==> src/hdl/sha2_pkg.sv <==
// Shared types, constants and functions of the SHA-2 hash engine.
// No dependencies; used by the controller, the datapath and the top level.
package sha2_pkg;

	localparam logic [1:0] VarSha224 = 2'd0;
	localparam logic [1:0] VarSha256 = 2'd1;
	localparam logic [1:0] VarSha384 = 2'd2;
	localparam logic [1:0] VarSha512 = 2'd3;

	typedef enum logic [6:0] {
		ST_IDLE  = 7'b0000001,
		ST_LOAD  = 7'b0000010,
		ST_ROUND = 7'b0000100,
		ST_ADD   = 7'b0001000,
		ST_PAD   = 7'b0010000,
		ST_EMIT  = 7'b0100000,
		ST_INIT  = 7'b1000000
	} state_t;

	// Commands from the controller to the datapath.
	typedef struct packed {
		logic       init;        // reload initial values, clear counters
		logic       put_byte;    // write put_val at fill, bump fill
		logic [7:0] put_val;
		logic       count_add;   // add valid bytes of the item to the count
		logic [3:0] count_n;
		logic       load;        // copy chain into working vars, round 0
		logic       round;       // one compression round
		logic       add;         // fold working vars into chain, fill 0
	} cmd_t;

	typedef struct packed {
		logic       wide;
		logic [6:0] fill;
		logic       block_full;  // a byte written at fill completes the block
		logic       last_round;
		logic [6:0] stop;
	} stat_t;

	localparam logic [63:0] RK [80] = '{
	64'h428A2F98D728AE22, 64'h7137449123EF65CD, 64'hB5C0FBCFEC4D3B2F, 64'hE9B5DBA58189DBBC,
	64'h3956C25BF348B538, 64'h59F111F1B605D019, 64'h923F82A4AF194F9B, 64'hAB1C5ED5DA6D8118,
	64'hD807AA98A3030242, 64'h12835B0145706FBE, 64'h243185BE4EE4B28C, 64'h550C7DC3D5FFB4E2,
	64'h72BE5D74F27B896F, 64'h80DEB1FE3B1696B1, 64'h9BDC06A725C71235, 64'hC19BF174CF692694,
	64'hE49B69C19EF14AD2, 64'hEFBE4786384F25E3, 64'h0FC19DC68B8CD5B5, 64'h240CA1CC77AC9C65,
	64'h2DE92C6F592B0275, 64'h4A7484AA6EA6E483, 64'h5CB0A9DCBD41FBD4, 64'h76F988DA831153B5,
	64'h983E5152EE66DFAB, 64'hA831C66D2DB43210, 64'hB00327C898FB213F, 64'hBF597FC7BEEF0EE4,
	64'hC6E00BF33DA88FC2, 64'hD5A79147930AA725, 64'h06CA6351E003826F, 64'h142929670A0E6E70,
	64'h27B70A8546D22FFC, 64'h2E1B21385C26C926, 64'h4D2C6DFC5AC42AED, 64'h53380D139D95B3DF,
	64'h650A73548BAF63DE, 64'h766A0ABB3C77B2A8, 64'h81C2C92E47EDAEE6, 64'h92722C851482353B,
	64'hA2BFE8A14CF10364, 64'hA81A664BBC423001, 64'hC24B8B70D0F89791, 64'hC76C51A30654BE30,
	64'hD192E819D6EF5218, 64'hD69906245565A910, 64'hF40E35855771202A, 64'h106AA07032BBD1B8,
	64'h19A4C116B8D2D0C8, 64'h1E376C085141AB53, 64'h2748774CDF8EEB99, 64'h34B0BCB5E19B48A8,
	64'h391C0CB3C5C95A63, 64'h4ED8AA4AE3418ACB, 64'h5B9CCA4F7763E373, 64'h682E6FF3D6B2B8A3,
	64'h748F82EE5DEFB2FC, 64'h78A5636F43172F60, 64'h84C87814A1F0AB72, 64'h8CC702081A6439EC,
	64'h90BEFFFA23631E28, 64'hA4506CEBDE82BDE9, 64'hBEF9A3F7B2C67915, 64'hC67178F2E372532B,
	64'hCA273ECEEA26619C, 64'hD186B8C721C0C207, 64'hEADA7DD6CDE0EB1E, 64'hF57D4F7FEE6ED178,
	64'h06F067AA72176FBA, 64'h0A637DC5A2C898A6, 64'h113F9804BEF90DAE, 64'h1B710B35131C471B,
	64'h28DB77F523047D84, 64'h32CAAB7B40C72493, 64'h3C9EBE0A15C9BEBC, 64'h431D67C49C100D4C,
	64'h4CC5D4BECB3E42B6, 64'h597F299CFC657E2A, 64'h5FCB6FAB3AD6FAEC, 64'h6C44198C4A475817};

	localparam logic [63:0] IV512 [8] = '{
	64'h6A09E667F3BCC908, 64'hBB67AE8584CAA73B, 64'h3C6EF372FE94F82B, 64'hA54FF53A5F1D36F1,
	64'h510E527FADE682D1, 64'h9B05688C2B3E6C1F, 64'h1F83D9ABFB41BD6B, 64'h5BE0CD19137E2179};
	localparam logic [63:0] IV384 [8] = '{
	64'hCBBB9D5DC1059ED8, 64'h629A292A367CD507, 64'h9159015A3070DD17, 64'h152FECD8F70E5939,
	64'h67332667FFC00B31, 64'h8EB44A8768581511, 64'hDB0C2E0D64F98FA7, 64'h47B5481DBEFA4FA4};

	function automatic logic [63:0] init_value(input logic [1:0] v, input logic [2:0] i);
		logic [63:0] r;
		case (v)
			VarSha224: r = {32'd0, IV384[i][31:0]};
			VarSha256: r = {32'd0, IV512[i][63:32]};
			VarSha384: r = IV384[i];
			default:   r = IV512[i];
		endcase
		return r;
	endfunction

	function automatic logic [3:0] digest_words(input logic [1:0] v);
		logic [3:0] r;
		case (v)
			VarSha224: r = 4'd7;
			VarSha384: r = 4'd6;
			default:   r = 4'd8;
		endcase
		return r;
	endfunction

endpackage

==> src/hdl/sha2_control.sv <==
// Controller of the SHA-2 engine: sequences byte insertion, padding,
// compression rounds and digest output. Uses sha2_pkg.
module sha2_control (
	input  logic            clk,
	input  logic            arst_n,
	input  logic            cfg_write,
	input  logic            in_take,
	input  logic [63:0]     message_word,
	input  logic [3:0]      valid_bytes,
	input  logic            end_of_message,
	input  logic            out_take,
	input  logic [1:0]      variant,
	input  sha2_pkg::stat_t stat,
	input  logic [127:0]    byte_count,
	output sha2_pkg::cmd_t  cmd,
	output logic            idle,
	output logic            out_valid,
	output logic [2:0]      out_index,
	output logic            out_last
);

	sha2_pkg::state_t state_q;
	logic [63:0]  word_q;
	logic [3:0]   left_q;      // bytes of the item still to insert
	logic [2:0]   pos_q;       // next byte lane of the item
	logic         eom_q;
	logic         pad_q;       // padding started (0x80 written)
	logic         spill_q;     // 0x80 landed in the length field: zero fill to block end
	logic         len_done_q;
	logic [127:0] len_q;       // bit length, latched with each item taken
	logic [2:0]   idx_q;
	logic [3:0]   cnt;
	logic [3:0]   nbytes;
	logic         blk_full;
	logic [7:0]   pad_byte;
	logic [3:0]   len_pos;     // byte of the length field being written

	assign nbytes   = (valid_bytes > 4'd8) ? 4'd8 : valid_bytes;
	assign cnt      = sha2_pkg::digest_words(variant);
	assign blk_full = stat.block_full;
	assign len_pos  = stat.wide ? 4'(stat.fill - 7'd112) : 4'(stat.fill - 7'd56);

	always_comb begin
		if (!pad_q) pad_byte = 8'h80;
		else if (spill_q || stat.fill[6:0] < stat.stop) pad_byte = 8'h00;
		else if (stat.wide) pad_byte = len_q[7'(7'd127 - {len_pos[3:0], 3'b000} - 7'd7) +: 8];
		else pad_byte = len_q[7'(7'd63 - {len_pos[2:0], 3'b000} - 7'd7) +: 8];
	end

	always_comb begin
		cmd = '0;
		cmd.init = cfg_write || (state_q == sha2_pkg::ST_INIT);
		unique case (state_q)
			sha2_pkg::ST_IDLE: begin
				if (in_take) begin
					cmd.count_add = 1'b1;
					cmd.count_n   = nbytes;
				end
			end
			sha2_pkg::ST_LOAD: begin
				if (left_q != 4'd0) begin
					cmd.put_byte = 1'b1;
					cmd.put_val  = word_q[6'd56 - {pos_q, 3'b000} +: 8];
				end else begin
					cmd.put_byte = 1'b1;
					cmd.put_val  = pad_byte;
				end
			end
			sha2_pkg::ST_PAD: begin
				cmd.load = 1'b1;
			end
			sha2_pkg::ST_ROUND: cmd.round = 1'b1;
			sha2_pkg::ST_ADD:   cmd.add = 1'b1;
			sha2_pkg::ST_EMIT, sha2_pkg::ST_INIT: ;
			default: ;
		endcase
	end

	// ST_LOAD writes bytes; on a full block ST_PAD loads the round registers.
	always_ff @(posedge clk or negedge arst_n) begin
		if (!arst_n) begin
			state_q <= sha2_pkg::ST_IDLE;
			left_q  <= '0;
			pos_q   <= '0;
			eom_q   <= 1'b0;
			pad_q   <= 1'b0;
			spill_q <= 1'b0;
			idx_q   <= '0;
		end else begin
			unique case (state_q)
				sha2_pkg::ST_IDLE: begin
					if (in_take) begin
						left_q  <= nbytes;
						pos_q   <= '0;
						eom_q   <= end_of_message;
						pad_q   <= 1'b0;
						spill_q <= 1'b0;
						if (nbytes != 4'd0 || end_of_message) state_q <= sha2_pkg::ST_LOAD;
					end
				end
				sha2_pkg::ST_LOAD: begin
					if (left_q != 4'd0) begin
						left_q <= left_q - 4'd1;
						pos_q  <= pos_q + 3'd1;
					end else begin
						pad_q <= 1'b1;
						if (!pad_q && stat.fill >= stat.stop) spill_q <= 1'b1;
					end
					if (blk_full) state_q <= sha2_pkg::ST_PAD;
					else if (left_q == 4'd1 && !eom_q) state_q <= sha2_pkg::ST_IDLE;
				end
				sha2_pkg::ST_PAD: state_q <= sha2_pkg::ST_ROUND;
				sha2_pkg::ST_ROUND: if (stat.last_round) state_q <= sha2_pkg::ST_ADD;
				sha2_pkg::ST_ADD: begin
					spill_q <= 1'b0;
					if (left_q != 4'd0) state_q <= sha2_pkg::ST_LOAD;
					else if (eom_q && pad_q && len_done_q) begin
						state_q <= sha2_pkg::ST_EMIT;
						idx_q   <= '0;
					end else if (eom_q) state_q <= sha2_pkg::ST_LOAD;
					else state_q <= sha2_pkg::ST_IDLE;
				end
				sha2_pkg::ST_EMIT: begin
					if (out_take) begin
						if ({1'b0, idx_q} + 4'd1 == cnt) state_q <= sha2_pkg::ST_INIT;
						idx_q <= idx_q + 3'd1;
					end
				end
				sha2_pkg::ST_INIT: state_q <= sha2_pkg::ST_IDLE;
				default: state_q <= sha2_pkg::ST_IDLE;
			endcase
		end
	end

	// The length field is done once its final byte was written into a block.
	always_ff @(posedge clk or negedge arst_n) begin
		if (!arst_n) len_done_q <= 1'b0;
		else if (state_q == sha2_pkg::ST_IDLE) len_done_q <= 1'b0;
		else if (state_q == sha2_pkg::ST_LOAD && left_q == 4'd0 && pad_q && !spill_q
			&& blk_full)
			len_done_q <= 1'b1;
	end

	always_ff @(posedge clk) begin
		if (state_q == sha2_pkg::ST_IDLE && in_take) begin
			word_q <= message_word;
			len_q  <= (byte_count + {124'd0, nbytes}) << 3;
		end
	end

	assign idle      = (state_q == sha2_pkg::ST_IDLE);
	assign out_valid = (state_q == sha2_pkg::ST_EMIT);
	assign out_index = idx_q;
	assign out_last  = ({1'b0, idx_q} + 4'd1 == cnt);

	assert property (@(posedge clk) disable iff (!arst_n)
		(state_q == sha2_pkg::ST_EMIT && !out_take) |=> state_q == sha2_pkg::ST_EMIT)
		else $error("digest output dropped while stalled");
	assert property (@(posedge clk) disable iff (!arst_n)
		cmd.round |-> !cmd.put_byte)
		else $error("byte written during a round");
	assert property (@(posedge clk) disable iff (!arst_n)
		(state_q == sha2_pkg::ST_ADD) |-> $past(state_q == sha2_pkg::ST_ROUND))
		else $error("chain update without rounds");

endmodule

==> config.mk <==
export PLATFORM = sky130hd
export DESIGN_NAME = sha2_control
export DESIGN_NICKNAME = d
export VERILOG_FILES = /design/src/hdl/sha2_pkg.sv /design/src/hdl/sha2_control.sv
export SDC_FILE = /design/constraint.sdc
export NUM_CORES = 1
export LEC_CHECK = 0
export ABC_AREA = 1
export BUFFER_PORTS_ARGS = -buffer_cell sky130_fd_sc_hd__buf_2
export CELL_PAD_IN_SITES_DETAIL_PLACEMENT = 2
export CELL_PAD_IN_SITES_GLOBAL_PLACEMENT = 2
export CORE_AREA = 8 8 210 212
export DETAILED_ROUTE_END_ITERATION = 10
export DIE_AREA = 0 0 218 220
export GPL_ROUTABILITY_DRIVEN = 0
export GPL_TIMING_DRIVEN = 0
export PLACE_DENSITY = 0.92
export SYNTH_ARGS = -nofsm -noshare
export SYNTH_HDL_FRONTEND = slang
export SYNTH_SLANG_ARGS = --single-unit
==> constraint.sdc <==
create_clock -name clk -period 33.4 [get_ports clk]
set_clock_uncertainty 0.2 [all_clocks]
set_input_delay 6.68 -clock clk [delete_from_list [all_inputs] [get_ports clk]]
set_output_delay 6.68 -clock clk [all_outputs]
set_load 0.05 [all_outputs]
**After elaboration in Yosys (flattened, before gate mapping)**

Cells that the tools add are included.

- Input bits: 221
- Logic and storage cells: 120
- Bits in registers: 210

- Muxes and demuxes: 42
- Shifts and indexed selects: 3
- $add $sub $neg: 12
- $lt $le $gt $ge: 3
- Reductions and logical operators: 29
- Eq/ne operators: 21

Operators with widths:

| operator | number |
|---|---|
| 128-bit by 8-bit variable part select with 8-bit output | 2 |
| 125-bit by 4-bit adder with 125-bit output | 1 |
| 64-bit by 7-bit variable part select with 8-bit output | 1 |
| 7-bit two-way mux | 7 |
| 7-bit one-hot mux with 6 select lines | 1 |
| 8-bit two-way mux | 4 |
| 4-bit two-way mux | 4 |
| 2-bit != test (second input constant) | 8 |
| 4-bit one-hot mux with 2 select lines | 2 |
| 3-bit two-way mux | 5 |
| 7-bit by 3-bit subtractor with 7-bit output (second input constant) | 2 |
| 6-bit two-way mux | 2 |
| 3-bit one-hot mux with 2 select lines | 2 |
| 5-bit two-way mux | 2 |
| 1-bit logical AND | 9 |
| 1-bit two-way mux | 9 |
| 9-bit two-way mux | 1 |
| 4-bit AND reduction | 2 |
| 4-bit nonzero test | 2 |
| 4-bit by 1-bit subtractor with 4-bit output (second input constant) | 2 |
| 7-bit by 1-bit equality test with 1-bit output (second input constant) | 1 |
| 7-bit by 2-bit equality test with 1-bit output (second input constant) | 1 |
| 7-bit by 3-bit equality test with 1-bit output (second input constant) | 1 |
| 7-bit by 4-bit equality test with 1-bit output (second input constant) | 1 |
| other kinds (29) | 38 |

**Depth between registers and ports, before layout**

- Word-level depth: 10
- Gate-level depth with buffers: 16
- Mapped depth without buffers: 16

**Worst setup path after synthesis**

No wires, ideal clock.

- Kind: in2out
- Start point: input port in_take
- End point: output port cmd[5] (netlist name)
- Data arrival time: 17774 ps
- Buffers on the path: 0
- Stages: 4
- Slack: 8746 ps
- Cell sequence: inv_1 nor2_1 inv_1 nor3_1

RTL lines:

| element | RTL line | source |
|---|---|---|
| from (decl) | sha2_control.sv:7 | `input logic in_take,` |
| to (decl) | sha2_control.sv:15 | `output sha2_pkg::cmd_t cmd,` |

==> impl_metrics.ini <==
[run_status]
status = complete, no violations

[setup_path]
critPathLaunchType = input pin
r2r_setup_slack_ns = 30.47
rr_startpoint = state_q[5]$_DFFE_PN0P_
crit_type = input pin to primary output
arrival_ns = 9.43
rr_worst_depth = 8
crit_end = cmd[15]
rr_endpoint = len_q[43]$_DFFE_PP_
endpoint_kind = primary output
startpoint = stat[12]
worstPathMaxFanout = 9
required_ns = 26.52

[floorplan]
fp.dieH_um = 220
die_width_um = 218
core_area_um2 = 40600
start_util = 0.346
ios = 245
row_count = 74
die_area_um2 = 48000

[detailed_routing]
vias = 15750
dr.pass1.iters = 5
route.met2.wl_um = 38500
vias_per_cell = 5.72
top_layer = met5
drtAntennaViolNets = 0
drc = 0
wl_met3_um = 5760
wl_per_cell_um = 29.0
drtIter0Drc = 1411
wirelength_um = 79800
met1Wirelength_um = 30300

[cts]
clk_path_buf_depth = 3
cts-hold-fix-buffers = 0
ctsResizeCount = 0
tritoncts = done
clock_tree.root_cell = clkbuf_16
postCtsSetupBuffers = 0
clkLatencyLatePin_ns = 0.60
cts_buffers = 28
cts.sinks = 210
htreeDepth = 1
clk_pin_slew_ns = 0.06

[placement]
io_buffers = 240
dpl_cell_area_um2 = 16000
post-place-ws_ns = 17.20
dp_hpwl_um = 61900

[grt]
grt_pass1_vias = 18043
grt_pass1_wl_um = 116000
grt_max_degree = 34
antenna_found_initial = 4
grt_usage = 0.327
overflow = 0

[logic_synthesis]
synth_top_area_cell = edfxtp_1
synth_top_area_frac = 0.405
yosysWarnings = 0
netlist_area_um2 = 14000
synthTopCellsByArea = edfxtp_1, nand2_1, nor2_1
synthDistinctLibCells = 37
ys_ff_latch = 210
syn_avg_cell_area_um2 = 7.29
synthFlopType = edfxtp_1
synth-seq-area-share = 0.443
postSynth.asyncResetShare = 0.100
synth_edf_count = 189
syn_inst = 1923
synth_nets = 2160

[pwr]
finalPower_mw = 1.01
cellPowerDensity_nw_per_um2 = 59.2
ir_drop_mv = 0.0455
leakagePower_nw = 7.06

[sta]
slew_viol_final = 0
period_share = 0.488
fmax_ghz = 0.0613
whs_ns = 0.351
slew_headroom = 0.00866
finalCriticalPeriod_ns = 16.31
worst_pin_slew_ns = 1.48
fin_setup_tns_ns = 0
hold_viol_final = 0
setup_violations = 0
grt_setup_unrepaired = no
layout_setup_ws_ns = 17.09

[worst_hold_path]
hp-start = len_done_q$_DFFE_PN0P_
hold_class = flip-flop to flip-flop

[cells_and_area]
layout_commonest_cell = nand2_1
area_growth_pct = 22.0
design_area_um2 = 17100
drive_above_1_share = 0.173
layout_common_cells = nand2_1, nor2_1, buf_2
fin_nets = 2437

[flow_run]
drv_cap = 0
-- registers in the layout (all words and copies together) (netlist names) --
| name | count |
|---|---|
| len_q | 125 |
| len_done_q | 1 |
| word_q | 64 |
| pos_q | 3 |
| state_q | 7 |
| spill_q | 1 |
| left_q | 4 |
| eom_q | 1 |
| pad_q | 1 |
| out_index | 3 |
-- worst min path at each step --
stage	endpoint	slack, ns	cells after the start
final	len_done_q$_DFFE_PN0P_	0.35	1
after floorplan	len_done_q$_DFFE_PN0P_	0.26	1
after global routing	len_done_q$_DFFE_PN0P_	0.39	1
after detailed placement	len_done_q$_DFFE_PN0P_	0.32	1
after global placement	len_done_q$_DFFE_PN0P_	0.28	1
after CTS	len_done_q$_DFFE_PN0P_	0.35	1
-- where the power goes --
group / switching [mW] / internal [mW] / leakage [nW]
registers: 0.0248 / 0.358 / 2.03
logic: 0.206 / 0.0734 / 4.52
clock network: 0.135 / 0.214 / 0.507
-- area by class of cell --
type	count	area, um2
Fill cell	4772	23500
Multi-Input combinational cell	1517	7070
Sequential cell	210	6200
Timing Repair Buffer	247	1360
Clock buffer	33	749
Tap cell	532	666
Inverter	163	612
Clock inverter	15	279
Buffer	33	140
Antenna cell	5	12.5
-- critical path, stage by stage --
cell	delay (ns)
buf_2	0.12
nor2_1	1.09
inv_1	0.57
nand3_1	0.27
nand3_1	0.13
nand2_1	0.10
nand2_1	0.10
nand2_1	0.10
buf_2	0.26
-- stage by stage --
step | utilization | cells
3_3_place_gp | 0.392 | 2695
3_5_place_dp | 0.396 | 2702
4_1_cts | 0.421 | 2750
5_1_grt | 0.421 | 2752
6_report | 0.421 | 2755
2_1_floorplan | - | 1923
-- synthesized netlist by cell type, types with 21 or more instances --
library cell	n
clkbuf_1	21
edfxtp_1	189
inv_1	147
nand2_1	684
nand3_1	166
nand3b_1	33
nand4_1	22
nor2_1	327
nor2_2	35
nor3_1	37
o21ai_0	57
xor2_1	47
-- routing by layer --
metal | up-vias | track usage
li1 | 6817 | -
met1 | 7877 | 0.377
met2 | 798 | 0.570
met3 | 254 | 0.0559
met4 | 4 | 0.185
met5 | - | 0
-- kinds of logic (layout without fill, tap and decap cells) --
group                    count (synthesis)  after routing  share of synthesized area
AO/OA/AOI/OAI                           97             97                     0.0383
other                                    0              5                          0
buffers and inverters                  196            491                     0.0537
AND/OR/NAND/NOR                       1339           1339                      0.410
adder cells (fa/ha/maj)                 16             16                     0.0148
XOR/XNOR                                65             65                     0.0406
flip-flops                             210            210                      0.443
(Power assumes the default switching activity.)
